## src/rtl/core/gis_pkg.sv

```systemverilog
`timescale 1ns / 1ps
`default_nettype none

package gis_pkg;

  localparam int GRP_W = 8;
  localparam int KEY_W = 15;
  localparam int ARR_W = 6;
  localparam int TALLY_W = 7;

  localparam int S_DATA_W = 24;
  localparam int M_DATA_W = 32;

  // One stored record: group, key, drop flag, arrival number.
  typedef struct packed {
    logic [GRP_W-1:0] grp;
    logic [KEY_W-1:0] key;
    logic             drop;
    logic [ARR_W-1:0] arr;
  } entry_t;

  // Control from the sequencer to every cell of the chain.
  typedef struct packed {
    logic ins;
    logic pop;
  } cell_ctl_t;

  typedef enum logic [3:0] {
    ST_CLEAR = 4'b0001,
    ST_LOAD  = 4'b0010,
    ST_DRAIN = 4'b0100,
    ST_EMIT  = 4'b1000
  } state_t;

endpackage

`default_nettype wire

```

## src/rtl/core/gis_tally.sv

```systemverilog
`timescale 1ns / 1ps
`default_nettype none

module gis_tally #(
  parameter int MAX_GROUPS = 256
) (
  input  wire logic                          clk,
  input  wire logic                          rst,
  input  wire logic                          inc_en,
  input  wire logic [$clog2(MAX_GROUPS)-1:0] inc_addr,
  input  wire logic                          rd_en,
  input  wire logic [$clog2(MAX_GROUPS)-1:0] rd_addr,
  output logic [gis_pkg::TALLY_W-1:0]        rd_data,
  input  wire logic                          zero_en,
  input  wire logic [$clog2(MAX_GROUPS)-1:0] zero_addr,
  output logic                               busy
);

  localparam int GW = $clog2(MAX_GROUPS);

  logic [gis_pkg::TALLY_W-1:0] mem [MAX_GROUPS];

  logic [GW-1:0]               sweep_cnt;
  logic                        b_valid;
  logic [GW-1:0]               b_addr;
  logic                        fwd_valid;
  logic [GW-1:0]               fwd_addr;
  logic [gis_pkg::TALLY_W-1:0] fwd_val;
  logic [gis_pkg::TALLY_W-1:0] b_cur;
  logic [gis_pkg::TALLY_W-1:0] b_inc;

  logic                        wr_en;
  logic [GW-1:0]               wr_addr;
  logic [gis_pkg::TALLY_W-1:0] wr_data;
  logic                        rd_any;
  logic [GW-1:0]               rd_sel;

  // Previous cycle's write is not visible in the registered read yet.
  assign b_cur = (fwd_valid && (fwd_addr == b_addr)) ? fwd_val : rd_data;
  assign b_inc = b_cur + gis_pkg::TALLY_W'(1);

  assign rd_any = inc_en || rd_en;
  assign rd_sel = inc_en ? inc_addr : rd_addr;

  always_comb begin
    wr_en   = 1'b0;
    wr_addr = zero_addr;
    wr_data = '0;
    if (busy) begin
      wr_en   = 1'b1;
      wr_addr = sweep_cnt;
    end else if (b_valid) begin
      wr_en   = 1'b1;
      wr_addr = b_addr;
      wr_data = b_inc;
    end else if (zero_en) begin
      wr_en   = 1'b1;
    end
  end

  always_ff @(posedge clk) begin
    if (wr_en) begin
      mem[wr_addr] <= wr_data;
    end
    if (rd_any) begin
      rd_data <= mem[rd_sel];
    end
  end

  always_ff @(posedge clk) begin
    if (rst) begin
      busy      <= 1'b1;
      sweep_cnt <= '0;
      b_valid   <= 1'b0;
      fwd_valid <= 1'b0;
    end else begin
      if (busy) begin
        sweep_cnt <= sweep_cnt + GW'(1);
        if (sweep_cnt == GW'(MAX_GROUPS - 1)) begin
          busy <= 1'b0;
        end
      end
      b_valid   <= inc_en;
      fwd_valid <= b_valid;
    end
  end

  always_ff @(posedge clk) begin
    b_addr   <= inc_addr;
    fwd_addr <= b_addr;
    fwd_val  <= b_inc;
  end

endmodule

`default_nettype wire

```

## config.mk

```make
export PLATFORM = sky130hd
export DESIGN_NAME = gis_tally
export DESIGN_NICKNAME = d
export VERILOG_FILES = /design/src/rtl/core/gis_pkg.sv /design/src/rtl/core/gis_tally.sv
export SDC_FILE = /design/constraint.sdc
export NUM_CORES = 2
export LEC_CHECK = 0
export BUFFER_PORTS_ARGS = -buffer_cell sky130_fd_sc_hd__buf_4
export CAP_MARGIN = 10
export CORE_ASPECT_RATIO = 0.75
export CORE_MARGIN = 3
export CORE_UTILIZATION = 50
export CTS_CLUSTER_DIAMETER = 50
export CTS_CLUSTER_SIZE = 10
export DETAILED_ROUTE_END_ITERATION = 12
export PLACE_DENSITY_LB_ADDON = 0.3
export SLEW_MARGIN = 20
export SYNTH_ARGS = -nofsm -noshare
export SYNTH_HDL_FRONTEND = slang
export SYNTH_SLANG_ARGS = --single-unit
```

## constraint.sdc

```tcl
create_clock -name clk -period 14.4 [get_ports clk]
set_input_delay 2.88 -clock clk [delete_from_list [all_inputs] [get_ports clk]]
set_output_delay 2.88 -clock clk [all_outputs]
set_load 0.02 [all_outputs]
```

==> PnR_summary.wiki <==
{| class="wikitable"
! Metric !! Value
|-
| Worst Skew || between 0.03 and 0.04 ns
|-
| CP top delay family || buffers and inverters
|-
| NumNets Final || around 5000
|-
| Main flop type after synthesis || sky130_fd_sc_hd__edfxtp_1
|-
| Total clock sinks || 1833
|-
| Share of the synthesized area in the top cell type || around 75%
|-
| HPWL after detailed placement || roughly 110 mm
|-
| Initial DRC Count || roughly 6000
|-
| Element type at the critical path end || flop
|-
| Routed metal-1 wirelength || roughly 80 mm
|-
| Post-layout worst setup margin || around 6.4 ns
|-
| Post-DR vias/cell || about 6.3
|-
| TritonCTS clock tree || built
|-
| Startpoint types || input port
|-
| Vias in the first global route || 41103
|-
| Area of combinational cells with multiple inputs || between 15000 and 20000 um^2
|-
| Highest routing layer actually used || met5
|-
| Wirelength, routed || 191 mm
|-
| Buffer levels on the longest clock path || 3
|-
| Maximum number of pins on one net before global-route repair || roughly 170
|-
| Clk slew on worst S/H paths || 0.05 ns
|-
| Leakage power summed over all cells || a little under 30 nW
|-
| Worst Path Max Fanout || approximately 100
|-
| I/O pin cnt || 37
|-
| Final setup violating endpoints || 0
|-
| Number of buffer and inverter instances along the worst setup path || 4
|-
| Main area contributors after synthesis || sky130_fd_sc_hd__edfxtp_1 75%, sky130_fd_sc_hd__mux2i_1 5.7%, sky130_fd_sc_hd__nand2_1 4.9%, sky130_fd_sc_hd__nand3_1 2.9%, sky130_fd_sc_hd__o221ai_1 2.0%
|-
| Count of unique library cells instantiated by Yosys || 44
|-
| Core area || between 100000 and 150000 um^2
|-
| Total power consumption of the routed design || roughly 11 mW
|-
| Wire per inst || about 28 um
|-
| Pins over their slew limit || 0
|-
| Min-Delay Path Class || reg2reg
|-
| Synthesis-to-layout area growth || 10.9%
|-
| Initial standard-cell utilization of the core || a little over 50%
|-
| Cell taking the most area after synthesis || sky130_fd_sc_hd__edfxtp_1
|-
| Transition time at the pin with the least slew margin || between 1 and 1.5 ns
|-
| Row Count || 120
|-
| VDD IR-drop max || 133 uV
|-
| Die W || between 400 and 500 um
|-
| Post-place setup slack || about 5.6 ns
|-
| Worst Path Required || approximately 15 ns
|-
| Number of port buffers || 36
|-
| Post-route DRC violation count || 0
|-
| Post-route antenna net violation count || 0
|-
| CTS buffer count || about 200
|-
| Fraction of final layout cells sized beyond drive strength 1 || between 8 and 9%
|-
| Number of buffers inserted to repair setup after CTS || 0
|-
| Peak per-stage delay on the critical path || 0.89 ns
|-
| Share of synthesized area occupied by flip-flops and latches || 75.4%
|-
| Worst rel slew slack || between 10% and 20%
|-
| FF+latch count, synth || between 1500 and 2000
|-
| Die extent in y || about 340 um
|-
| Post-synth net total || around 5000
|-
| Cell-by-cell trace of the critical path || buf_4 > mux2_8 > buf_12 > buf_4 > buf_4 > mux2i_1 > o221ai_1 > a31oi_1 > nor3_1 > nor4_1 > o2111ai_1
|-
| CP max stage cell || sky130_fd_sc_hd__buf_4
|-
| Buffer cell driving the clock tree root || sky130_fd_sc_hd__clkbuf_16
|-
| Insertion delay of the later-clocked pin in the worst-skew pair || 0.83 ns
|-
| Fraction of registers with async set or reset after synthesis || 0%
|-
| Overflow left after global routing || 0
|-
| 1st-pass router iterations || 6
|-
| Post-synth EDFFs || about 1800
|-
| Gate Count Post-Synth || about 5000
|-
| Internal reg-to-reg setup slack || ~9.5 ns
|-
| Critical Path Most Common Cell || sky130_fd_sc_hd__buf_4
|-
| Hold Fails Final Rpt || 0
|-
| Placer congestion estimate || 0.853
|-
| Arrival time of the worst setup path || approximately 8.5 ns
|-
| Unrepaired setup endpoints after global routing || no
|-
| Met3 wire length || 22.2 mm
|-
| CTS H-tree depth || 4
|-
| Total GRT Usage || between 20% and 30%
|-
| Total power per unit cell area || roughly 140 nW/um^2
|-
| Count of max-cap constraint violations || 0
|-
| Total negative setup slack || 0 ns
|-
| Final min period || 8.01 ns
|-
| Filler cell count in the final layout || 11006
|-
| Outcome || complete, no violations
|-
| Final period utilization || a little under three fifths
|-
| Warnings from Yosys || 0
|-
| Wire length of the first global-routing pass || 281 mm
|-
| Full die area || approximately 150000 um^2
|-
| Hold buffer count at cts || 0
|-
| Total number of vias || 43231
|-
| Mean post-synth cell area || roughly 15 um^2
|-
| Path type of the worst setup path || in2reg
|-
| Fmax || 125 MHz
|-
| Sequential standard cell area || around 55000 um^2
|-
| Netlist area before placement || 72500 um^2
|-
| Initial antenna violation count || 13
|-
| # resized after CTS || 0
|-
| Amount of wire on met2 after detailed routing || 83.9 mm
|}
registers in the layout, indices dropped and copies added, names as in the netlist, 7 cells and up:
register	count
sweep_cnt	8
fwd_addr	8
b_addr	8
rd_data	7
fwd_val	7
mem	1792
synth_stat cells, drive strengths merged, types with 3 or more instances:
cell / number
nand3: 413
nor2: 287
and3: 3
inv: 9
nor4: 7
mux2: 4
a2111oi: 29
mux4: 28
mux2i: 412
xor2: 7
o221ai: 168
nand2: 946
clkbuf: 256
dfxtp: 34
a311oi: 28
o21a: 6
nor3: 116
nand4: 4
o22ai: 29
a21oi: 60
a32oi: 3
xnor2: 12
edfxtp: 1799
buf: 83
o2111ai: 7
a31oi: 169
nor2b: 9
o41ai: 21
o21ai: 9
placed cells by master (no fill, tap or decap), types with 8 or more instances in the layout:
cell and instances:
sky130_fd_sc_hd__clkbuf_16 206, sky130_fd_sc_hd__o21ai_0 8, sky130_fd_sc_hd__a21oi_1 58, sky130_fd_sc_hd__o41ai_2 9, sky130_fd_sc_hd__buf_12 8, sky130_fd_sc_hd__mux4_2 28
sky130_fd_sc_hd__a31oi_1 168, sky130_fd_sc_hd__xnor2_1 12, sky130_fd_sc_hd__mux2i_1 408, sky130_fd_sc_hd__edfxtp_1 1799, sky130_fd_sc_hd__nand3_1 402, sky130_fd_sc_hd__nor2_1 285
sky130_fd_sc_hd__inv_1 9, sky130_fd_sc_hd__a311oi_1 28, sky130_fd_sc_hd__buf_4 100, sky130_fd_sc_hd__dfxtp_1 34, sky130_fd_sc_hd__clkbuf_1 52, sky130_fd_sc_hd__nand2_1 946
sky130_fd_sc_hd__o221ai_1 168, sky130_fd_sc_hd__nand3_2 8, sky130_fd_sc_hd__nor3_1 115, sky130_fd_sc_hd__a2111oi_0 29, sky130_fd_sc_hd__o41ai_1 12, sky130_fd_sc_hd__o22ai_1 29
logic make-up after synthesis:
family / count (synthesis) / synth area share, %
AND/OR/NAND/NOR: 1793 / 10.3
flip-flops: 1833 / 75.4
multiplexers: 444 / 6.62
XOR/XNOR: 19 / 0.230
AO/OA/AOI/OAI: 533 / 5.38
buffers and inverters: 348 / 1.98
adder cells (fa/ha/maj): 2 / 0.0345
layout make-up:
| cell class | instances | area share, % |
|---|---|---|
| well taps | 1891 | 2.94 |
| repair buffers | 110 | 1.16 |
| clock buffers | 259 | 6.67 |
| diodes | 5 | 0.0156 |
| inverters | 9 | 0.0420 |
| flip-flops and latches | 1833 | 68.0 |
| multi-input cells | 2791 | 20.8 |
| clock inverters | 14 | 0.302 |
worst paths after layout:
path / startpoint / to / cells past startpoint
max: inc_en / rd_data[2]$_DFFE_PP_ / 11
min: b_addr[6]$_DFF_P_ / fwd_addr[6]$_DFF_P_ / 0
max reg2reg: b_addr[0]$_DFF_P_ / mem[172][1]$_DFFE_PP_ / 10
min reg2reg: b_addr[6]$_DFF_P_ / fwd_addr[6]$_DFF_P_ / 0
metrics by stage:
stage | instance area, um^2 | cells | utilization (%) | hold WS [ns]
final | 80400 | 6912 | 56.1 | 0.378
after global routing | 80400 | 6908 | 56.1 | 0.389
after CTS | 80300 | 6905 | 56.0 | 0.380
after detailed placement | 74700 | 6632 | 52.1 | 0.372
after global placement | 74700 | 6631 | 52.1 | 0.369
after floorplan | 72500 | 4972 | - | 0.363
metal layers:
metal  global-route usage, %  vias to the layer above
met1                    38.4                    21553
met5                       0                        -
met4                    8.01                        6
li1                        -                    18866
met2                    36.5                     2453
met3                    6.32                      353
report_power, final:
| group | internal [mW] | switching, mW |
|---|---|---|
| sequential | 5.79 | 0.0215 |
| combinational | 0.171 | 0.445 |
| clock | 2.59 | 1.97 |
| total | 8.55 | 2.43 |
(Power assumes the default switching activity.)
