===== src/rtl/core/gis_pkg.sv =====
`timescale 1ns / 1ps
`default_nettype none

package gis_pkg;

  localparam int GRP_W = 8;
  localparam int KEY_W = 15;
  localparam int ARR_W = 6;
  localparam int TALLY_W = 7;

  localparam int S_DATA_W = 24;
  localparam int M_DATA_W = 32;

  // One stored record: group, key, drop flag, arrival number.
  typedef struct packed {
    logic [GRP_W-1:0] grp;
    logic [KEY_W-1:0] key;
    logic             drop;
    logic [ARR_W-1:0] arr;
  } entry_t;

  // Control from the sequencer to every cell of the chain.
  typedef struct packed {
    logic ins;
    logic pop;
  } cell_ctl_t;

  typedef enum logic [3:0] {
    ST_CLEAR = 4'b0001,
    ST_LOAD  = 4'b0010,
    ST_DRAIN = 4'b0100,
    ST_EMIT  = 4'b1000
  } state_t;

endpackage

`default_nettype wire


===== src/rtl/core/gis_cell.sv =====
`timescale 1ns / 1ps
`default_nettype none

module gis_cell (
  input  wire logic              clk,
  input  wire logic              rst,
  input  wire gis_pkg::cell_ctl_t ctl,
  input  wire gis_pkg::entry_t   new_e,
  input  wire gis_pkg::entry_t   prev_e,
  input  wire logic              prev_v,
  input  wire gis_pkg::entry_t   next_e,
  input  wire logic              next_v,
  input  wire logic              found_in,
  output logic                   found_out,
  output gis_pkg::entry_t        e,
  output logic                   v
);

  logic hit;

  // The new record goes in front of this slot (an empty slot always matches).
  assign hit = !v || (new_e.grp < e.grp) ||
               ((new_e.grp == e.grp) && (e.drop || (new_e.key < e.key)));
  assign found_out = found_in || hit;

  always_ff @(posedge clk) begin
    if (rst) begin
      v <= 1'b0;
    end else if (ctl.ins) begin
      if (found_in) begin
        v <= prev_v;
      end else if (hit) begin
        v <= 1'b1;
      end
    end else if (ctl.pop) begin
      v <= next_v;
    end
  end

  always_ff @(posedge clk) begin
    if (ctl.ins) begin
      if (found_in) begin
        e <= prev_e;
      end else if (hit) begin
        e <= new_e;
      end
    end else if (ctl.pop) begin
      e <= next_e;
    end
  end

endmodule

`default_nettype wire


===== config.mk =====
export PLATFORM = sky130hd
export DESIGN_NAME = gis_cell
export DESIGN_NICKNAME = d
export VERILOG_FILES = /design/src/rtl/core/gis_pkg.sv /design/src/rtl/core/gis_cell.sv
export SDC_FILE = /design/constraint.sdc
export NUM_CORES = 1
export LEC_CHECK = 0
export BUFFER_PORTS_ARGS = -buffer_cell sky130_fd_sc_hd__buf_2
export CAP_MARGIN = 25
export CORE_MARGIN = 2
export CORE_UTILIZATION = 30
export DETAILED_ROUTE_END_ITERATION = 8
export PLACE_DENSITY = 0.58
export SLEW_MARGIN = 20
export SYNTH_ARGS = -nofsm -noshare
export SYNTH_HDL_FRONTEND = slang
export SYNTH_SLANG_ARGS = --single-unit
export TNS_END_PERCENT = 20

===== constraint.sdc =====
create_clock -name clk -period 2.2 [get_ports clk]
set_clock_uncertainty 0.05 [all_clocks]
set_input_delay 0.22 -clock clk [delete_from_list [all_inputs] [get_ports clk]]
set_output_delay 0.22 -clock clk [all_outputs]
set_load 0.01 [all_outputs]

==> results.ini, run 1 <==
[sta]
slew_violations=0
min_period_ns=2.323
period_share=1.056
tns_ns=-2.172
rsz0062_at_grt=yes
relSlewSlack=0.6393
fmax_ghz=0.4305
setup_viol=32
finalHoldViolations=0
worst_pin_slew_ns=0.5410
fin_ws_ns=-0.1228

[detailed_routing]
drtPass1Iterations=3
drt_wl_total_mm=5.924
drcViolationCount=0
wl_per_cell_microns=12.88
post_drt_via_cell_ratio=4.504
drtAntennaViolNets=0
detail_route.iter0.violations=27
vias=2072

[run]
drv_cap=0

[synth]
ys_seq_area_frac=0.4223
syn_avg_cell_area_sq_um=10.05
synth_cell_types=30
synth_nets=336
syn-instance-count=217
synth_seq_cells=31
synthFlopType=edfxtp_1
synth_edf_count=30
ys_warn_count=0
synthArstFlopShare=0
synth_area_sq_um=2181

[floorplanning]
die_h_microns=89.26
fp.dieW_microns=89.26
initial_core_util=0.3056
ios=129
coreArea_sq_um=7137
die_area_sq_um=7967
rows=31

[power_and_ir_drop]
seq_power_share=0.427
power.density_nw_per_um2=533.4
p_leak_nw=1.650
swShare=0.2867
clockPowerShare=0.269
p_comb_frac=0.304
p_int_mw=1.246
switching_power_mw=0.5008
peakVddDrop_mv=0.1982

[clock_network]
h-tree-depth=2
cts_sinks=31
cts_root_buf=clkbuf_8
cts_buffers=5
clock_latency_ns=0.28
cts_buffer_depth=2
cts_tree=built
clk_pin_slew_ns=0.07

[global_routing]
grt_max_degree=32
grt_overflow_total=0
grt_pass1_vias=1957
track_usage=0.1483
antenna_found_initial=0
grt_pass1_wl_mm=9.045

[layout]
final_common_cell=buf_2
stdcell_count=460
layout-drive-gt1-share=0.4681
final_nets=479
final_area_sq_um=3274
antennaDiodeCount=0
fill_cells=760
utilization=0.4588
layout_common_cells=buf_2 (127), a21oi_1 (36), nor2_1 (31), mux2i_1 (30), edfxtp_1 (30)
area_growth_pct=50.14

[worst_setup_path]
start_kind=flop
cp.required_ns=1.93
arrival_ns=2.05
criticalPathCategory=flop to primary output
worstSetupEndpointType=primary output
cp_max_fo=2
r2r_slack_ns=-0.09

[place]
portBuffers=128
gp_congestion=0.7461
post_dp_cell_area_sq_um=3070
dpl.hpwl_mm=4.792
dp_cells=448

[status]
status=finished with violations
violations=setup timing

[worst_hold_path]
hp-class=input pin to flop

power by group through the flow:
stage / sequential [mW] / clock, mW / combinational (mW)
2_1_floorplan: 0.787 / 0 / 0.232
3_3_place_gp: 0.757 / 0 / 0.495
3_5_place_dp: 0.759 / 0 / 0.504
4_1_cts: 0.746 / 0.486 / 0.528
5_1_grt: 0.754 / 0.510 / 0.597
6_report: 0.745 / 0.469 / 0.532
synth_stat cells, drive strengths merged (2+ instances only):
master / number / share of area
a211oi: 3 / 0.018
nand2: 3 / 0.0052
o211ai: 4 / 0.018
mux2i: 30 / 0.14
inv: 23 / 0.040
nand2b: 2 / 0.0092
nor2b: 3 / 0.0086
edfxtp: 30 / 0.41
nor2: 32 / 0.055
buf: 4 / 0.0086
clkbuf: 7 / 0.012
ha: 22 / 0.13
nand4: 3 / 0.0086
o21ai: 5 / 0.011
a21oi: 37 / 0.085
cell type report:
| class | instances | area (sq um) | area share |
|---|---|---|---|
| sequential | 31 | 920.9 | 0.2812 |
| inverter | 23 | 86.33 | 0.02637 |
| tap | 99 | 123.9 | 0.03783 |
| multi-input combinational | 152 | 1189 | 0.3630 |
| clock buffer | 7 | 86.33 | 0.02637 |
| timing repair buffer | 147 | 863.3 | 0.2637 |
| clock inverter | 1 | 5.005 | 0.001528 |
final timing paths:
path	from	cells after the start	end
setup / recovery	e[11]	8	found_out
hold / removal	next_e[12]	3	e[12]
setup reg to reg	e[11]	9	v
hold reg to reg	v	2	v
repair_timing:
action	in CTS	in global routing
hold buffers	0	0
resized for setup	4	10
pin swaps	3	5
buffers inserted	1	2
endpoints found under the setup margin	32	32
cloned	1	0
cell families (layout without fill, tap and decap cells):
group | after synthesis | in the layout | synth area share
compound gates | 54 | 54 | 0.1549
fa+ha+maj | 22 | 22 | 0.1262
simple gates | 45 | 45 | 0.09352
buf+inv | 34 | 178 | 0.06024
flops | 31 | 31 | 0.4223
mux | 31 | 31 | 0.1429
sequential cells by signal (all words and copies together) (netlist names):
register  flops
e            30
v             1
routing by layer:
layer  up-vias  GRT usage  wire, microns  part of all wire
met2        66     0.2586           2919              0.49
met1       931     0.1781           2481              0.42
li1       1071          -              -                 -
met4         0    0.03256             46            0.0078
met3         4    0.04894            477             0.081
met5         -          0              0                 0
metrics by stage:
step	power, mW	hold slack (ns)	worst slack (ns)
2_1_floorplan	1.019	0.3867	-0.1789
3_3_place_gp	1.251	0.4894	-0.07305
3_5_place_dp	1.263	0.4914	-0.1360
4_1_cts	1.760	0.1919	-0.1580
5_1_grt	1.860	0.1925	-0.2184
6_report	1.747	0.2004	-0.1228
worst max-delay path, stage by stage, from the launching register on:
cell       delay (ns)
edfxtp_1         0.40
inv_2            0.08
ha_4             0.19
a211o_1          0.26
o211ai_2         0.07
o211ai_2         0.12
a2111oi_4        0.36
or2_4            0.19
buf_6            0.10
Power figures use the tool's default switching activity.
==> run 2, diff against run 1 <==
--- a/config.mk
+++ b/config.mk
@@ -15,4 +15,4 @@
 export SYNTH_ARGS = -nofsm -noshare
 export SYNTH_HDL_FRONTEND = slang
 export SYNTH_SLANG_ARGS = --single-unit
-export TNS_END_PERCENT = 20
+export TNS_END_PERCENT = 100
==> results.ini, run 2 (synthesis gave the netlist of run 1 again) <==
[status]
status=finished with violations  ; unchanged
violations=setup timing  ; unchanged

[detailed_routing]
wl_per_cell_microns=12.85  ; was 12.88 microns
drcViolationCount=0  ; unchanged
drt_wl_total_mm=5.897  ; was 5.924 mm
detail_route.iter0.violations=21  ; was 27
drtPass1Iterations=4  ; was 3
vias=2062  ; was 2072
drtAntennaViolNets=0  ; unchanged
post_drt_via_cell_ratio=4.492  ; was 4.504

[worst_setup_path]
cp_max_fo=2  ; unchanged
arrival_ns=2.05  ; about the same
crit_slowest_cell=edfxtp_1  ; unchanged
cp.required_ns=1.93  ; about the same
start_kind=flop  ; unchanged
worstSetupEndpointType=primary output  ; unchanged
path_common_cell=o211ai_2  ; unchanged
worstPathCellList=inv_2, ha_4, a211o_1, o211ai_2, o211ai_2, a2111oi_4, or2_4, buf_6  ; unchanged
max_stage_delay_ns=0.40  ; about the same
criticalPathCategory=flop to primary output  ; unchanged

[floorplanning]
ios=129  ; unchanged
die_h_microns=89.26  ; unchanged
initial_core_util=0.3056  ; unchanged
fp.dieW_microns=89.26  ; unchanged
coreArea_sq_um=7137  ; unchanged
rows=31  ; unchanged
die_area_sq_um=7967  ; unchanged

[layout]
layout-drive-gt1-share=0.4694  ; was 0.4681
largest_reg_flops=30  ; unchanged
final_common_cell=buf_2  ; unchanged
final_area_sq_um=3254  ; was 3274 sq um
fill_cells=763  ; was 760
final_nets=478  ; was 479
area_growth_pct=49.23  ; was 50.14%
layout_common_cells=buf_2 (127), a21oi_1 (36), nor2_1 (31), mux2i_1 (30), edfxtp_1 (30)  ; unchanged
antennaDiodeCount=0  ; unchanged
largest_registers=e: 30 flops, v: 1 flops  ; unchanged
regMostFlops=e  ; unchanged

[power_and_ir_drop]
peakVddDrop_mv=0.1977  ; was 0.1982 mV
power.density_nw_per_um2=534.6  ; was 533.4 nW/um^2
p_leak_nw=1.642  ; was 1.650 nW

[clock_network]
cts_buffer_depth=2  ; unchanged
cts_sinks=31  ; unchanged
cts_buffers=5  ; unchanged
clk_pin_slew_ns=0.07  ; about the same
clock_latency_ns=0.28  ; about the same
cts_tree=built  ; unchanged
cts_root_buf=clkbuf_8  ; unchanged
h-tree-depth=2  ; unchanged

[place]
gp_congestion=0.7461  ; unchanged
portBuffers=128  ; unchanged
dpl.hpwl_mm=4.792  ; unchanged
post_dp_cell_area_sq_um=3070  ; unchanged
pre_cts_slack_ns=-0.1360  ; unchanged

[sta]
fmax_ghz=0.4311  ; was 0.4305 GHz
finalHoldViolations=0  ; unchanged
tns_ns=-1.968  ; was -2.172 ns
worst_pin_slew_ns=0.5415  ; was 0.5410 ns
rsz0062_at_grt=yes  ; unchanged
slew_violations=0  ; unchanged
relSlewSlack=0.6390  ; was 0.6393
min_period_ns=2.320  ; was 2.323 ns
period_share=1.054  ; was 1.056
fin_ws_ns=-0.1199  ; was -0.1228 ns
setup_viol=25  ; was 32

[global_routing]
grt_max_degree=32  ; unchanged
track_usage=0.1489  ; was 0.1483
grt_pass1_wl_mm=9.080  ; was 9.045 mm
antenna_found_initial=0  ; unchanged
grt_overflow_total=0  ; unchanged
grt_pass1_vias=1963  ; was 1957

[worst_hold_path]
hp-class=input pin to flop  ; unchanged

[run]
drv_cap=0  ; unchanged

==> run 2: cell types whose count changed in the layout (fill, tap and decap cells not counted) <==
| cell | delta |
|---|---|
| buf_16 | -1 |
| buf_6 | -1 |
| mux2_4 | +1 |
| mux2_1 | -1 |
| buf_8 | +1 |
==> run 2: final timing paths <==
path                            startpoint         to  slack [ns]  cells after the start
worst max-delay path                 e[11]  found_out       -0.12                      8
worst min-delay path            next_e[12]      e[12]        0.20                      3
worst max register to register       e[11]      e[20]       -0.09                      9
worst min register to register           v          v        0.63                      2
==> run 2: critical path, delay by kind of cell (launching register included) <==
family	cells	cell delay, ns
AOI/OAI and AO/OA	4	0.81
DFF	1	0.40
adders and majority gates	1	0.19
and+or+nand+nor	1	0.19
buffers and inverters	2	0.18
==> run 2: cell type report <==
type / instances / area [sq um] / area share
inverter: 23 / 86.33 / 0.02653
timing repair buffer: 146 / 839.6 / 0.2580
clock inverter: 1 / 5.005 / 0.001538
sequential: 31 / 920.9 / 0.2830
tap: 99 / 123.9 / 0.03806
clock buffer: 7 / 86.33 / 0.02653
multi-input combinational: 152 / 1192 / 0.3664
==> run 2: what timing repair did <==
item                       in CTS  in global routing
gates resized for setup         6                 10
hold buffers                    0                  0
setup buffers                   2                  1
cloned                          1                  0
setup endpoints to repair      32                 32
pin swaps                       3                  5
==> run 2: metal layers <==
metal	up-vias	global-route usage	wire length, microns	share of wire
met4	0	0.03256	47	0.0080
met5	-	0	0	0
met3	5	0.04894	440	0.075
met1	922	0.1787	2504	0.42
li1	1070	-	-	-
met2	65	0.2599	2904	0.49
==> run 2: stage by stage <==
stage / power [mW] / hold WS, ns / util / std cells
detailed placement: 1.263 / 0.4914 / 0.4302 / 448
CTS: 1.762 / 0.1919 / 0.4534 / 459
finish: 1.740 / 0.2019 / 0.4560 / 459
global route: 1.855 / 0.1925 / 0.4560 / 459
global placement: 1.251 / 0.4894 / 0.4302 / 448
floorplan: 1.019 / 0.3867 / - / 217
==> run 2: power breakdown <==
group          internal [mW]  switching [mW]  leakage, nW  total (mW)
Sequential             0.719          0.0259        0.307       0.745
Clock                  0.252           0.216       0.0482       0.468
Combinational          0.270           0.257         1.29       0.526
